### src/sfl_pkg.sv
package sfl_pkg;

    typedef enum logic [1:0] {
        CLS_IGN = 2'd0,
        CLS_NEG = 2'd1,
        CLS_POS = 2'd2
    } t_cls;

    typedef struct packed {
        logic [15:0] logit;
        t_cls        cls;
    } t_qitem;

    typedef logic [15:0][30:0] t_ctab;

    localparam logic [2:0] REG_ALPHA  = 3'd0;
    localparam logic [2:0] REG_GAMMA  = 3'd1;
    localparam logic [2:0] REG_OFFSET = 3'd2;
    localparam logic [2:0] REG_NCLS   = 3'd3;
    localparam logic [2:0] REG_NSPAT  = 3'd4;

    localparam int          CFG_DW    = 21;
    localparam logic [31:0] ONE_Q30   = 32'd1 << 30;
    localparam logic [63:0] HALF_Q30  = 64'd1 << 29;
    localparam logic [31:0] LOG2E_Q30 = 32'd1549082005;
    localparam logic [31:0] LN2_Q30   = 32'd744261118;
    localparam logic [23:0] LOSS_MAX  = 24'hFFFFFF;

    function automatic logic [63:0] isqrt64(input logic [63:0] n_in);
        logic [63:0] n;
        logic [63:0] r;
        logic [63:0] b;
        n = n_in;
        r = '0;
        b = 64'd1 << 62;
        for (int i = 0; i < 32; i++) begin
            if (n >= r + b) begin
                n = n - (r + b);
                r = (r >> 1) + b;
            end else begin
                r = r >> 1;
            end
            b = b >> 2;
        end
        return r;
    endfunction

    // entry k is the factor 2^-(2^(k-16)) in Q30, for fraction bit k
    function automatic t_ctab build_ctab();
        t_ctab       tab;
        logic [63:0] c;
        c = isqrt64(64'd1 << 59);
        for (int j = 15; j >= 0; j--) begin
            tab[j] = c[30:0];
            c = isqrt64(c << 30);
        end
        return tab;
    endfunction

    localparam t_ctab EXP_TAB = build_ctab();

endpackage

### src/sfl_fifo.sv
module sfl_fifo (
    input  logic            i_clk,
    input  logic            i_rst_n,
    input  logic            i_push,
    input  sfl_pkg::t_qitem i_data,
    output logic            o_full,
    input  logic            i_pop,
    output logic            o_valid,
    output sfl_pkg::t_qitem o_data
);
    sfl_pkg::t_qitem r_mem [4];
    logic [1:0] r_wp, r_rp;
    logic [2:0] r_cnt;

    assign o_full  = (r_cnt == 3'd4);
    assign o_valid = (r_cnt != 3'd0);
    assign o_data  = r_mem[r_rp];

    always_ff @(posedge i_clk) begin
        if (i_push && !o_full) begin
            r_mem[r_wp] <= i_data;
        end
        if (!i_rst_n) begin
            r_wp  <= '0;
            r_rp  <= '0;
            r_cnt <= '0;
        end else begin
            if (i_push && !o_full) r_wp <= r_wp + 2'd1;
            if (i_pop && o_valid) r_rp <= r_rp + 2'd1;
            r_cnt <= r_cnt + {2'd0, i_push && !o_full} - {2'd0, i_pop && o_valid};
        end
    end
endmodule

### config.mk
export PLATFORM = sky130hd
export DESIGN_NAME = sfl_fifo
export DESIGN_NICKNAME = d
export VERILOG_FILES = /design/src/sfl_pkg.sv /design/src/sfl_fifo.sv
export SDC_FILE = /design/constraint.sdc
export NUM_CORES = 1
export LEC_CHECK = 0
export ABC_AREA = 1
export BUFFER_PORTS_ARGS = -buffer_cell sky130_fd_sc_hd__buf_2
export CAP_MARGIN = 0
export CORE_MARGIN = 2
export CORE_UTILIZATION = 50
export DETAILED_ROUTE_END_ITERATION = 6
export PLACE_DENSITY = 0.71
export REMOVE_ABC_BUFFERS = 1
export SLEW_MARGIN = 5
export SYNTH_ARGS = -nofsm -noshare
export SYNTH_HDL_FRONTEND = slang
export SYNTH_SLANG_ARGS = --single-unit
export TNS_END_PERCENT = 1
### constraint.sdc
create_clock -name i_clk -period 2.5 [get_ports i_clk]
set_clock_uncertainty 0.05 [all_clocks]
set_input_delay 0.5 -clock i_clk [delete_from_list [all_inputs] [get_ports i_clk]]
set_output_delay 0.5 -clock i_clk [all_outputs]
set_load 0.05 [all_outputs]
==> summary.md <==
| Metric | Value |
|---|---|
| Status | completed |
| Max stage delay cell, worst path | dfxtp_1 |
| Final-report max-slew violation count | 0 |
| Number of failing setup endpoints in the final timing report | 0 |
| Highest net fanout along the worst path | 12 |
| Overall via count from detail_route | 1,885 |
| Arrival @ worst endpoint | 1740 ps |
| Placeable Area | 6310 um^2 |
| Startpoint types | register |
| Type of the worst setup path | register to primary output |
| Total negative slack for setup checks | 0 ps |
| Top flip-flop cell by instance count after synthesis | edfxtp_1 |
| Area share of the leading cell type in the synthesized netlist | 0.664 |
| Lkg Pwr | 1.36 nW |
| Slack of the worst reg-to-reg path | 430 ps |
| Met2 WL | 2.58 mm |
| Die boundary width | 84.7 um |
| Maximum level of the CTS H-tree | 3 |
| Chain of cells forming the critical path | buf_4 -> o21ai_0 -> o22ai_1 -> buf_2 |
| Required time reported for the critical path endpoint | 1950 ps |
| Final period demand of the worst path | 2290 ps |
| Worst skew pair latency | 330 ps |
| Net Switching | 0.00152 W |
| Vias in the first global route | 1,718 |
| Num Clock Sinks | 81 |
| Register Area | 2340 um^2 |
| Antenna violation net count after detailed routing | 0 |
| Overall fraction of global-route tracks in use | 0.155 |
| Total clock buffers created by CTS | 9 |
| Post-route DRC | 0 |
| Initial cell density of the core | 0.516 |
| Synth Area per Inst | 13.6 um^2 |
| Post-synth EDFFs | 72 |
| Initial antenna violation count | 0 |
| DIE HEIGHT | 84.7 um |
| Gpl congestion | 0.685 |
| Cell Int Power | 0.00234 W |
| Cell type with the highest aggregate area in the netlist | edfxtp_1 |
| Fraction of final layout cells with drive strength greater than 1 | 0.257 |
| CP endpoint kind | primary output |
| Power share of the sequential group | 0.448 |
| Clock tree buffer depth | 2 |
| Post-layout nets | 317 |
| Largest cells by area after synthesis | edfxtp_1, dfxtp_1, nor2_1, o21ai_0, o22ai_1 |
| Met1 WL | 2.07 mm |
| Port Buf Inserts | 41 |
| Row count | 29 |
| Slew @ Worst Pin | 409 ps |
| Synth Register Bits | 81 |
| Clock-pin slew of the registers on the worst-case setup and hold paths | 70 ps |
| Gates resized, CTS repair | 0 |
| ANT cells | 0 |
| Wire length of the first global-routing pass | 8.19 mm |
| Detailed-placement wirelength estimate | 3.07 mm |
| Syn-to-layout area delta | 11.8% |
| Share of power burned in the clock network | 0.192 |
| Placement-stage worst setup slack | 418 ps |
| Register area share after synthesis | 0.719 |
| Count of routing violations after the opening detailed-route iteration | 112 |
| CTS Hold Buffers Added | 0 |
| Setup repair bufs after CTS | 0 |
| Overflow left after global routing | 0 |
| Switching fraction of total power | 0.393 |
| Class of the most critical hold timing path | input pin to register |
| Number of max-cap violations | 0 |
| Unrepaired setup endpoints after global routing | no |
| Router iterations before antenna repair | 4 |
| Routed length on met3 | 258 um |
| Total power draw | 0.00385 W |
| Multi-input gate area | 724 um^2 |
| Synth top cells by count | edfxtp_1, nor2_1, o21ai_0 |
| Per-cell via count in the routed design | 5.11 |
| Crit-path max cell delay | 530 ps |
| Relative max-transition margin | 0.727 |
| Highest clock rate | 0.437 GHz |
| Root buffer cell | clkbuf_8 |
| Cell count after synthesis | 240 |
| CTS tree | built |
| Placed Instances | 354 |
| Comb pwr share | 0.360 |
| Drt total wl | 5.07 mm |
| Maximum number of pins on one net before global-route repair | 38 |
| Distinct cell type count of the synthesized netlist | 22 |
| Post-route cell area | 3640 um^2 |
| Area enclosed by the die boundary | 7180 um^2 |
| Post-synth ARST share | 0 |
| Io pins | 42 |
| Total power divided by cell area | 1060 nW/um^2 |
| Filler-free cell count of the finished design | 369 |
| Area post-placement | 3490 um^2 |
| Final cycle utilization of the critical path | 0.916 |
| Highest metal layer with signal wires | met4 |
| Yosys warns | 0 |
| Mean routed wirelength per cell | 13.8 um |
| Smallest setup slack after layout | 210 ps |
| Final-report hold violation count | 0 |
| Cell with the most instances after synthesis | edfxtp_1 |
| Filler Cell Count | 521 |
| Maximum VDD drop | 0.000604 V |
| Post-Syn Area | 3260 um^2 |
==> layout by cell type (no fill, tap or decap) <==
cell	n
a21boi_0	2
a21oi_1	4
buf_2	41
buf_4	6
clkbuf_1	1
clkbuf_8	9
clkinv_1	3
clkinv_2	1
clkinv_4	1
clkinvlp_4	1
dfxtp_1	9
edfxtp_1	72
fa_1	1
ha_1	6
inv_1	15
inv_8	1
nand2_1	11
nand2_2	2
nand3_1	3
nor2_1	43
nor2_2	4
nor2_4	1
o21ai_0	24
o21ai_1	5
o21ai_2	8
o22ai_1	18
==> power by group through the flow <==
stage	logic (W)	registers (W)	clock network, W
after floorplan	0.00102	0.00178	0
after global placement	0.00139	0.00175	0
after detailed placement	0.00141	0.00176	0
after CTS	0.00141	0.00173	0.000764
after global routing	0.00152	0.00174	0.000835
final	0.00139	0.00172	0.000739
==> stage by stage <==
stage / hold WS (ps) / utilization
2_1_floorplan: 398 / -
3_5_place_dp: 420 / 0.553
4_1_cts: 305 / 0.577
6_report: 326 / 0.577
3_3_place_gp: 418 / 0.553
5_1_grt: 310 / 0.577
==> final timing paths <==
kind              startpoint  cells after the start           end
setup reg to reg    r_cnt[1]                     10      r_cnt[2]
hold reg to reg      r_rp[0]                      2      register
hold / removal    i_data[13]                      1  r_mem[0][13]
setup / recovery    register                      4    o_data[17]
==> state kept, by name, summed over array words and instances (netlist names), named ones only <==
register / count
r_mem: 72
r_wp: 2
r_rp: 2
r_cnt: 3
==> layer usage <==
layer,vias to the layer above,GRT usage
li1,954,-
met1,871,0.188
met2,46,0.252
met3,14,0.0383
met4,0,0.0924
met5,-,0
==> logic make-up (layout without fill, tap and decap cells) <==
kind of cell             count (synthesis)  after routing  share of synthesized area
adder cells (fa/ha/maj)                  7              7                     0.0292
AND/OR/NAND/NOR                         64             64                     0.0787
buffers and inverters                   27             79                     0.0618
AO/OA/AOI/OAI                           61             61                      0.111
flip-flops                              81             81                      0.719
==> critical path: cells and delay by family (launching register included) <==
| family | cells | cell delay [ps] |
|---|---|---|
| AO/OA/AOI/OAI | 2 | 310 |
| flip-flops | 1 | 530 |
| buffers and inverters | 2 | 550 |
==> layout make-up <==
| cell class | count | area share |
|---|---|---|
| repair buffers | 47 | 0.0687 |
| clock inverters | 5 | 0.00653 |
| clock buffers | 10 | 0.0351 |
| multi-input cells | 132 | 0.199 |
| well taps | 77 | 0.0265 |
| flip-flops and latches | 81 | 0.643 |
| inverters | 17 | 0.0210 |
Power figures use the tool's default switching activity.
