[src/sfl_pkg.sv]
package sfl_pkg;

    typedef enum logic [1:0] {
        CLS_IGN = 2'd0,
        CLS_NEG = 2'd1,
        CLS_POS = 2'd2
    } t_cls;

    typedef struct packed {
        logic [15:0] logit;
        t_cls        cls;
    } t_qitem;

    typedef logic [15:0][30:0] t_ctab;

    localparam logic [2:0] REG_ALPHA  = 3'd0;
    localparam logic [2:0] REG_GAMMA  = 3'd1;
    localparam logic [2:0] REG_OFFSET = 3'd2;
    localparam logic [2:0] REG_NCLS   = 3'd3;
    localparam logic [2:0] REG_NSPAT  = 3'd4;

    localparam int          CFG_DW    = 21;
    localparam logic [31:0] ONE_Q30   = 32'd1 << 30;
    localparam logic [63:0] HALF_Q30  = 64'd1 << 29;
    localparam logic [31:0] LOG2E_Q30 = 32'd1549082005;
    localparam logic [31:0] LN2_Q30   = 32'd744261118;
    localparam logic [23:0] LOSS_MAX  = 24'hFFFFFF;

    function automatic logic [63:0] isqrt64(input logic [63:0] n_in);
        logic [63:0] n;
        logic [63:0] r;
        logic [63:0] b;
        n = n_in;
        r = '0;
        b = 64'd1 << 62;
        for (int i = 0; i < 32; i++) begin
            if (n >= r + b) begin
                n = n - (r + b);
                r = (r >> 1) + b;
            end else begin
                r = r >> 1;
            end
            b = b >> 2;
        end
        return r;
    endfunction

    // entry k is the factor 2^-(2^(k-16)) in Q30, for fraction bit k
    function automatic t_ctab build_ctab();
        t_ctab       tab;
        logic [63:0] c;
        c = isqrt64(64'd1 << 59);
        for (int j = 15; j >= 0; j--) begin
            tab[j] = c[30:0];
            c = isqrt64(c << 30);
        end
        return tab;
    endfunction

    localparam t_ctab EXP_TAB = build_ctab();

endpackage

[src/sfl_front.sv]
module sfl_front #(
    parameter int MAX_CLASSES = 4096,
    parameter int MAX_SPATIAL = 1048576
) (
    input  logic            i_clk,
    input  logic            i_rst_n,
    input  logic            i_valid,
    output logic            o_ready,
    input  logic [15:0]     i_logit,
    input  logic [15:0]     i_target_label,
    input  logic            i_last_item,
    input  logic [14:0]     i_class_offset,
    input  logic [12:0]     i_num_classes,
    input  logic [20:0]     i_spatial_size,
    input  logic            i_q_full,
    output logic            o_push,
    output sfl_pkg::t_qitem o_item
);
    localparam int CW = (MAX_CLASSES > 1) ? $clog2(MAX_CLASSES) : 1;
    localparam int SW = (MAX_SPATIAL > 1) ? $clog2(MAX_SPATIAL) : 1;

    logic [CW-1:0] r_cpos;
    logic [SW-1:0] r_spos;
    logic [31:0]   nc, ns, label, tgt_u;
    logic          take;

    assign o_ready = !i_q_full;
    assign take    = i_valid && o_ready;
    assign o_push  = take;

    always_comb begin
        nc = {19'd0, i_num_classes};
        if (nc == 32'd0) nc = 32'd1;
        else if (nc > 32'(MAX_CLASSES)) nc = 32'(MAX_CLASSES);
        ns = {11'd0, i_spatial_size};
        if (ns == 32'd0) ns = 32'd1;
        else if (ns > 32'(MAX_SPATIAL)) ns = 32'(MAX_SPATIAL);
        label = 32'(r_cpos) + {17'd0, i_class_offset};
        tgt_u = {16'd0, i_target_label};
        o_item.logit = i_logit;
        if (i_target_label[15]) o_item.cls = sfl_pkg::CLS_IGN;
        else if (tgt_u == label) o_item.cls = sfl_pkg::CLS_POS;
        else o_item.cls = sfl_pkg::CLS_NEG;
    end

    always_ff @(posedge i_clk) begin
        if (!i_rst_n) begin
            r_cpos <= '0;
            r_spos <= '0;
        end else if (take) begin
            if (i_last_item) begin
                r_cpos <= '0;
                r_spos <= '0;
            end else if (32'(r_spos) + 32'd1 >= ns) begin
                r_spos <= '0;
                r_cpos <= (32'(r_cpos) + 32'd1 >= nc) ? '0 : r_cpos + 1'b1;
            end else begin
                r_spos <= r_spos + 1'b1;
            end
        end
    end
endmodule

[config.mk]
export PLATFORM = sky130hd
export DESIGN_NAME = sfl_front
export DESIGN_NICKNAME = d
export VERILOG_FILES = /design/src/sfl_pkg.sv /design/src/sfl_front.sv
export SDC_FILE = /design/constraint.sdc
export NUM_CORES = 1
export LEC_CHECK = 0
export ABC_AREA = 0
export BUFFER_PORTS_ARGS = -buffer_cell sky130_fd_sc_hd__buf_2
export CAP_MARGIN = 10
export CORE_MARGIN = 3
export CORE_UTILIZATION = 49
export CTS_BUF_LIST = sky130_fd_sc_hd__clkbuf_16
export CTS_CLUSTER_DIAMETER = 150
export DETAILED_ROUTE_END_ITERATION = 10
export PLACE_DENSITY_LB_ADDON = 0.1
export SYNTH_ARGS = -nofsm -noshare
export SYNTH_HDL_FRONTEND = slang
export SYNTH_SLANG_ARGS = --single-unit
[constraint.sdc]
create_clock -name i_clk -period 4.5 [get_ports i_clk]
set_clock_uncertainty 0.15 [all_clocks]
set_input_delay 1.125 -clock i_clk [delete_from_list [all_inputs] [get_ports i_clk]]
set_output_delay 1.125 -clock i_clk [all_outputs]
set_load 0.03 [all_outputs]
==> results of run 1 <==
path summary, 6_finish.rpt:
check | from | to | cells past startpoint
hold reg to reg | r_spos[10] | r_spos[10] | 2
setup reg to reg | r_spos[3] | r_spos[19] | 14
hold / removal | r_spos[10] | r_spos[10] | 2
setup / recovery | i_class_offset[0] | o_item[0] | 14
where the power goes:
group	leakage (nW)	switching [mW]	internal, mW
clock network	0.0789	0.118	0.257
registers	0.258	0.00179	0.285
logic	1.85	0.100	0.0857
sequential cells by signal, indices dropped and copies added, names as in the netlist:
name and cells:
r_spos 20, r_cpos 12
per-stage QoR:
step / setup TNS (ns) / area, sq um / hold WS [ns] / std cells / util (%)
2_1_floorplan: 0 / 3900 / 0.324 / 526 / -
3_3_place_gp: -0.569 / 4380 / 0.342 / 690 / 58.9
3_5_place_dp: -0.591 / 4380 / 0.358 / 690 / 58.9
4_1_cts: -0.457 / 4570 / 0.365 / 698 / 61.4
5_1_grt: -0.455 / 4620 / 0.385 / 700 / 62.0
6_report: -0.272 / 4620 / 0.363 / 700 / 62.0
final cells by class:
cell class              instances  area, sq um
repair buffers                100          583
multi-input cells             445         3050
well taps                      99          124
inverters                      16         60.1
fillers                       720         2830
clock buffers                   5          125
clock inverters                 3         37.5
flip-flops and latches         32          641
routing by layer:
| layer | GRT usage [%] | up-vias |
|---|---|---|
| met1 | 26.0 | 1750 |
| met5 | 0 | - |
| met4 | 6.85 | 0 |
| met3 | 3.35 | 22 |
| met2 | 38.7 | 104 |
| li1 | - | 2020 |
repair_timing:
action	4_1_cts	5_1_grt
endpoints found under the setup margin	2	2
resized for setup	8	8
pin swaps	7	6
cloned	0	0
buffers inserted	0	2
synth_stat cells (all sizes together) (4+ instances only):
library cell  number  area share [%]
a21oi             31             4.1
o21ai             17             2.2
nand2             83             8.0
a211o              4            0.90
inv               16             1.5
nand4              9             1.6
nor2              45             4.4
and3              15             2.8
nor3               6            0.90
o211ai             4            0.90
buf               20             3.6
xnor2             29             6.6
nand2b             4            0.65
a21o              13             2.5
ha                48              15
clkbuf            13             1.3
nor2b              6            0.97
nor4              10             1.6
dfxtp             32              17
o22ai              9             1.5
xor2              29             6.6
nand3b             9             1.7
a21boi             9             1.7
nand3             27             3.7
cell families (layout without fill, tap and decap cells):
| kind of cell | Yosys count | after routing | synth area share (%) |
|---|---|---|---|
| AO/OA/AOI/OAI | 110 | 110 | 18.5 |
| XOR/XNOR | 58 | 58 | 13.1 |
| adder cells (fa/ha/maj) | 49 | 49 | 16.0 |
| buffers and inverters | 49 | 124 | 6.42 |
| flip-flops | 32 | 32 | 16.5 |
| multiplexers | 3 | 3 | 0.839 |
| AND/OR/NAND/NOR | 225 | 225 | 28.6 |
critical path: cells and delay by family:
kind / cells / cell delay, ns
simple gates: 4 / 0.57
buf+inv: 4 / 0.47
xor+xnor: 1 / 0.14
fa+ha+maj: 2 / 0.58
compound gates: 3 / 0.49
==> impl_metrics.tcl, run 1 <==
set metrics [dict create \
    cpMostUsedCell "buf_4" \
    slew-limit-headroom_pct 67.7 \
    path_cells "buf_6 -> ha_4 -> inv_2 -> fa_2 -> xnor2_1 -> a211o_1 -> a211oi_2 -> o311ai_1 -> and4b_1 -> nand4_1 -> nor4_2 -> buf_4 -> nor2_1 -> buf_4" \
    synthFlopType "dfxtp_1" \
    areaGrowthSynthToFinish_pct 19.2 \
    power.leakage_nw 2.19 \
    crit_path_end_kind "output pin" \
    antenna_found_initial 0 \
    grt_max_degree 30 \
    clk_latency_ns 0.27 \
    cts_tree "done" \
    highest_layer "met4" \
    avgSynthCellArea_sq_um 7.37 \
    dieArea_sq_mm 0.00902 \
    die_h_um 95.0 \
    numCtsBuffers 5 \
    yosysUniqueCellTypes 55 \
    min_period_ns 4.65 \
    hpwlAfterDp_um 7860 \
    ys_ff_latch 32 \
    ir_drop_uv 124 \
    netlist_instances 526 \
    fmax_mhz 215 \
    route.detailed.drc 0 \
    total_power_mw 0.847 \
    required_ns 3.22 \
    final_cell_mix "nand2_1 (83), buf_2 (70), ha_1 (47), nor2_1 (45), dfxtp_1 (32)" \
    final_antenna_net_count 0 \
    grt_usage_pct 21.5 \
    cts.htree.levels 2 \
    wl_met3_um 528 \
    cts_sinks 32 \
    start_util_pct 52.1 \
    core_sq_mm 0.00745 \
    clk_pin_slew_ns 0.05 \
    syn_area_sq_mm 0.00388 \
    place_congestion 0.892 \
    dp_slack_ns -0.308 \
    clockBufferDepth 2 \
    hold_buffers 0 \
    first_pass_iters 4 \
    route.met2.wl_um 4690 \
    path_max_fanout 2 \
    slowest_stage "fa_2" \
    async_reset_ff_share_pct 0 \
    crit_type "input port to output pin" \
    hold_viol_final 0 \
    cpPeakStageDelay_ns 0.43 \
    critPathArrivalTime_ns 3.38 \
    grt_overflow 0 \
    io_buffers 73 \
    root_buffer "clkbuf_16" \
    grt_setup_unrepaired "true" \
    num_antenna_cells 0 \
    slew_violations 0 \
    rows 31 \
    reg2reg_slack_ns 0.57 \
    layout_commonest_cell "nand2_1" \
    routedWlPerCell_um 13.7 \
    num_vias 3896 \
    drive_above_1_share_pct 22.0 \
    drt-met1-wl_um 4180 \
    grt_pass1_vias 3692 \
    drt_iter0_drc 121 \
    fin_ws_ns -0.152 \
    final-setup-viol-count 2 \
    synth-edff-count 0 \
    ys.warnings.count 0 \
    grt_pass1_wl_um 15800 \
    nNetsFinal 735 \
    violations "negative setup slack" \
    worstMarginPinSlew_ns 0.484 \
    die_w_um 95.0 \
    routed_wl_um 9570 \
    hold_path.class "register to register" \
    syn_nets 661 \
    io_pins 106 \
    start_kind "input port" \
    period_share_pct 103 \
    yosysSeqAreaShare_pct 16.5 \
    power_density_mw_per_mm2 183 \
    vias_per_cell 5.57 \
    maxCapViolCount 0 \
    status "finished with violations" \
]
Note: power is estimated with default switching activity, not from simulation.
==> run 2, diff against run 1 <==
- CORE_ASPECT_RATIO: not set -> 1.5
- SETUP_SLACK_MARGIN: not set -> 0.2
==> run 2 against run 1 <==
The flow still finishes with violations (negative setup slack); critical path depth shrank 1; cell count shrank 0.14%; core utilization shrank 1.9 points; register-to-register slack is essentially flat; routed wire length grew 4.3%; hold slack gained 0.0085 ns; power grew 0.70%; global-route usage grew 0.78 points; sequential power is essentially flat; sequential share of layout area is essentially flat; flip-flop and latch count is the same; critical endpoint is now o_item[1].
==> impl_metrics.tcl, run 2 (synthesis gave the netlist of run 1 again) <==
set metrics [dict create \
    start_util_pct 50.6 \
    critPathArrivalTime_ns 3.51 \
    layout_commonest_cell "nand2_1" \
    worstMarginPinSlew_ns 0.578 \
    die_w_um 78.6 \
    final_antenna_net_count 0 \
    n_fill_cell 751 \
    place_congestion 0.985 \
    cpMostUsedCell "buf_6" \
    num_antenna_cells 0 \
    antenna_found_initial 0 \
    routedWlPerCell_um 14.3 \
    path_max_fanout 2 \
    largest_reg_flops 20 \
    first_pass_iters 4 \
    cts_tree "done" \
    root_buffer "clkbuf_16" \
    grt_setup_unrepaired "true" \
    clk_pin_slew_ns 0.05 \
    clockBufferDepth 2 \
    hpwlAfterDp_um 8310 \
    num_vias 3894 \
    grt_overflow 0 \
    drive_above_1_share_pct 21.4 \
    grt_usage_pct 22.3 \
    cts.htree.levels 2 \
    crit_type "input port to output pin" \
    dp_slack_ns -0.261 \
    grt_pass1_vias 3775 \
    final-setup-viol-count 2 \
    violations "negative setup slack" \
    grt_pass1_wl_um 16500 \
    hold_path.class "register to register" \
    hold_buffers 0 \
    io_pins 106 \
    start_kind "input port" \
    crit_path_end_kind "output pin" \
    numCtsBuffers 5 \
    reg2reg_slack_ns 0.58 \
    status "finished with violations" \
    route.detailed.drc 0 \
    fin_tns_setup_ns -0.562 \
    dieArea_sq_mm 0.00904 \
    fmax_mhz 209 \
    final_cell_mix "nand2_1 (83), buf_2 (70), ha_1 (47), nor2_1 (44), dfxtp_1 (32)" \
    clk_latency_ns 0.27 \
    io_buffers 73 \
    vias_per_cell 5.57 \
    core_sq_mm 0.00766 \
    postCtsSetupRepairBufs 0 \
    total_power_mw 0.853 \
    fin_ws_ns -0.283 \
    required_ns 3.22 \
    drt-met1-wl_um 3890 \
    drt_iter0_drc 116 \
    maxCapViolCount 0 \
    slew_violations 0 \
    ir_drop_uv 170 \
    nNetsFinal 731 \
    route.met2.wl_um 5510 \
    power_density_mw_per_mm2 185 \
    hold_viol_final 0 \
    die_h_um 115 \
    slowest_stage "fa_2" \
    highest_layer "met4" \
    wl_met3_um 402 \
    path_cells "buf_6 -> ha_4 -> inv_2 -> fa_2 -> xnor2_1 -> a211o_1 -> a211oi_2 -> o311ai_1 -> and4b_1 -> nand4_1 -> nor4_2 -> nor2b_4 -> buf_6" \
    rows 39 \
    areaGrowthSynthToFinish_pct 18.8 \
    power.leakage_nw 2.17 \
    min_period_ns 4.78 \
    routed_wl_um 9980 \
    cpPeakStageDelay_ns 0.44 \
    slew-limit-headroom_pct 61.3 \
    largest-register "r_spos" \
    grt_max_degree 30 \
    period_share_pct 106 \
    reg.largest.list "r_spos x20, r_cpos x12" \
    cts_sinks 32 \
]
## run 2: routing by layer
metal  GRT usage, %  vias up
met5              0        -
li1               -     1998
met1           23.5     1780
met3           2.90       16
met4           6.88        0
met2           44.6      100
## run 2: final timing paths
check	from	cells after the start	endpoint
worst min-delay path	r_spos[9]	2	r_spos[9]
worst max register to register	r_spos[0]	14	r_cpos[2]
worst max-delay path	i_class_offset[0]	13	o_item[1]
worst min register to register	r_spos[9]	2	r_spos[9]
## run 2: layout make-up
class	instances	area [sq um]	area share [%]
timing repair buffer	96	569	12.4
tap	102	128	2.77
clock inverter	3	42.5	0.923
sequential	32	641	13.9
clock buffer	5	125	2.72
inverter	16	60.1	1.30
multi-input combinational	445	3040	66.0
## run 2: stage by stage
step / util [%] / cells / area (sq um) / hold WS [ns]
6_report: 60.1 / 699 / 4610 / 0.372
5_1_grt: 60.1 / 699 / 4610 / 0.388
3_5_place_dp: 57.5 / 691 / 4400 / 0.361
3_3_place_gp: 57.5 / 691 / 4400 / 0.340
4_1_cts: 59.9 / 699 / 4590 / 0.368
2_1_floorplan: - / 526 / 3920 / 0.324
## run 2: where the power goes
group	internal, mW	total [mW]	switching [mW]
logic	0.0864	0.185	0.0989
clock network	0.260	0.381	0.121
registers	0.285	0.287	0.00235
total	0.631	0.853	0.222
## run 2: repair_timing
item,CTS,global route
gates resized for setup,5,3
setup endpoints to repair,2,3
pin swaps,0,1
## run 2: worst max-delay path, delay by kind of cell
family / cells / cell delay [ns]
AOI/OAI and AO/OA: 3 / 0.49
xor gates and xnor gates: 1 / 0.15
adders and majority gates: 2 / 0.59
buffers and inverters: 3 / 0.28
and+or+nand+nor: 4 / 0.88
==> run 3, diff against run 2 <==
- CORE_UTILIZATION: 49 -> 46
- PLACE_DENSITY: not set -> 0.74
- PLACE_DENSITY_LB_ADDON: 0.1 -> not set
==> run 3 against run 2 <==
The flow still finishes with violations (negative setup slack); power is 0.28% lower; setup slack improved by 0.050 ns; global-route usage fell by 1.6 points; register-to-register slack improved by 0.04 ns; core utilization down 3.5 points; clock-buffer cell count unchanged; sequential power about the same; first-iteration DRC count grew 47%; critical endpoint unchanged.
==> impl_metrics.tcl, run 3 (synthesis gave the netlist of run 1 again) <==
set metrics [dict create \
    status "finished with violations" \
    violations "negative setup slack" \
    largest-register "r_spos" \
    dp_slack_ns -0.348 \
    start_util_pct 47.8 \
    ir_drop_uv 175 \
    gr-usage-met1_pct 22.4 \
    num_antenna_cells 0 \
    start_kind "input port" \
    core_sq_mm 0.00811 \
    layout_commonest_cell "nand2_1" \
    grtUsageMet2_pct 38.3 \
    required_ns 3.22 \
    root_buffer "clkbuf_16" \
    min_period_ns 4.73 \
    reg2reg_from "r_spos[0]" \
    clockBufferDepth 2 \
    final_antenna_net_count 0 \
    busiest_layer "met2" \
    first_pass_iters 4 \
    cp-endpoint "o_item[1]" \
    clk_pin_slew_ns 0.05 \
    fin_tns_setup_ns -0.450 \
    cts_sinks 32 \
    hold_path.class "register to register" \
    vias_per_cell 5.59 \
    reg2reg_slack_ns 0.62 \
    cts_tree "done" \
    fin_ws_ns -0.233 \
    cts.htree.levels 2 \
    hold_viol_final 0 \
    die_w_um 81.0 \
    drt_iter0_drc 170 \
    antenna_found_initial 0 \
    grt_use_met3_pct 4.04 \
    worstMarginPinSlew_ns 0.564 \
    route.detailed.drc 0 \
    num_vias 3917 \
    maxCapViolCount 0 \
    grt_usage_pct 20.7 \
    grt_setup_unrepaired "true" \
    io_buffers 73 \
    hold_ws_ns 0.353 \
    n_fill_cell 778 \
    power_density_mw_per_mm2 185 \
    clk_latency_ns 0.28 \
    grt_pass1_wl_um 16200 \
    hpwlAfterDp_um 8220 \
    crit_path_end_kind "output pin" \
    die_h_um 118 \
    numCtsBuffers 5 \
    path_max_fanout 2 \
    hold_buffers 0 \
    power.leakage_nw 2.17 \
    place_congestion 1.01 \
    reg2reg_to "r_cpos[4]" \
    largest_reg_flops 20 \
    grt_overflow 0 \
    cp-startpoint "i_class_offset[0]" \
    grt_max_degree 30 \
    areaGrowthSynthToFinish_pct 18.5 \
    nNetsFinal 730 \
    critPathArrivalTime_ns 3.46 \
    slew-limit-headroom_pct 62.3 \
    final-setup-viol-count 2 \
    rows 40 \
    crit_type "input port to output pin" \
    drive_above_1_share_pct 21.1 \
    reg.largest.list "r_spos x20, r_cpos x12" \
    slew_violations 0 \
    grt_pass1_vias 3770 \
    r2r.worst_path.cells 14 \
    routedWlPerCell_um 14.2 \
    period_share_pct 105 \
    routed_wl_um 9930 \
    fmax_mhz 211 \
    dieArea_sq_mm 0.00959 \
    io_pins 106 \
    final_cell_mix "nand2_1 (83), buf_2 (70), ha_1 (47), nor2_1 (44), dfxtp_1 (32)" \
]
## run 3: cell type report
cell class | instances | area (sq um) | share of cell area (%)
clock buffer | 5 | 125 | 2.72
clock inverter | 3 | 38.8 | 0.844
inverter | 16 | 60.1 | 1.31
multi-input combinational | 445 | 3050 | 66.4
sequential | 32 | 641 | 13.9
tap | 105 | 131 | 2.86
timing repair buffer | 95 | 549 | 12.0
## run 3: critical path, cell delays in order
cell,delay [ns]
buf_6,0.10
ha_4,0.15
inv_2,0.05
fa_2,0.45
xnor2_2,0.15
a211o_1,0.24
a211oi_2,0.15
o311ai_1,0.14
and4b_1,0.26
nand4_1,0.12
nor4_4,0.20
nor2b_4,0.20
buf_6,0.13
## run 3: report_power, final
part / leakage [nW] / internal, mW / switching, mW
registers: 0.258 / 0.285 / 0.00231
logic: 1.83 / 0.0853 / 0.100
clock network: 0.0850 / 0.258 / 0.120
total: 2.17 / 0.628 / 0.223
## run 3: layer usage
metal,up-vias,part of all wire [%]
li1,1995,-
met1,1790,39
met3,21,5.1
met2,111,54
met4,0,2.4
met5,-,0
## run 3: repair_timing
action                     4_1_cts  5_1_grt
setup buffers                    1        0
pin swaps                        1        0
gates resized for setup          7        2
setup endpoints to repair        2        4
## run 3: worst min path at each step
stage | to | cells after the start | from
2_1_floorplan | r_spos[9] | 2 | r_spos[9]
5_1_grt | r_spos[9] | 2 | r_spos[9]
3_5_place_dp | r_spos[10] | 2 | r_spos[10]
4_1_cts | r_spos[10] | 2 | r_spos[10]
6_report | r_spos[10] | 2 | r_spos[10]
3_3_place_gp | r_spos[9] | 2 | r_spos[9]
## run 3: through the flow
stage / total power [mW] / util [%] / std cells / instance area, sq um
after floorplan: 0.426 / - / 526 / 3920
after global placement: 0.469 / 54.0 / 692 / 4380
final: 0.851 / 56.7 / 701 / 4600
after CTS: 0.857 / 56.5 / 701 / 4580
after detailed placement: 0.474 / 54.0 / 692 / 4380
after global routing: 0.891 / 56.7 / 701 / 4600
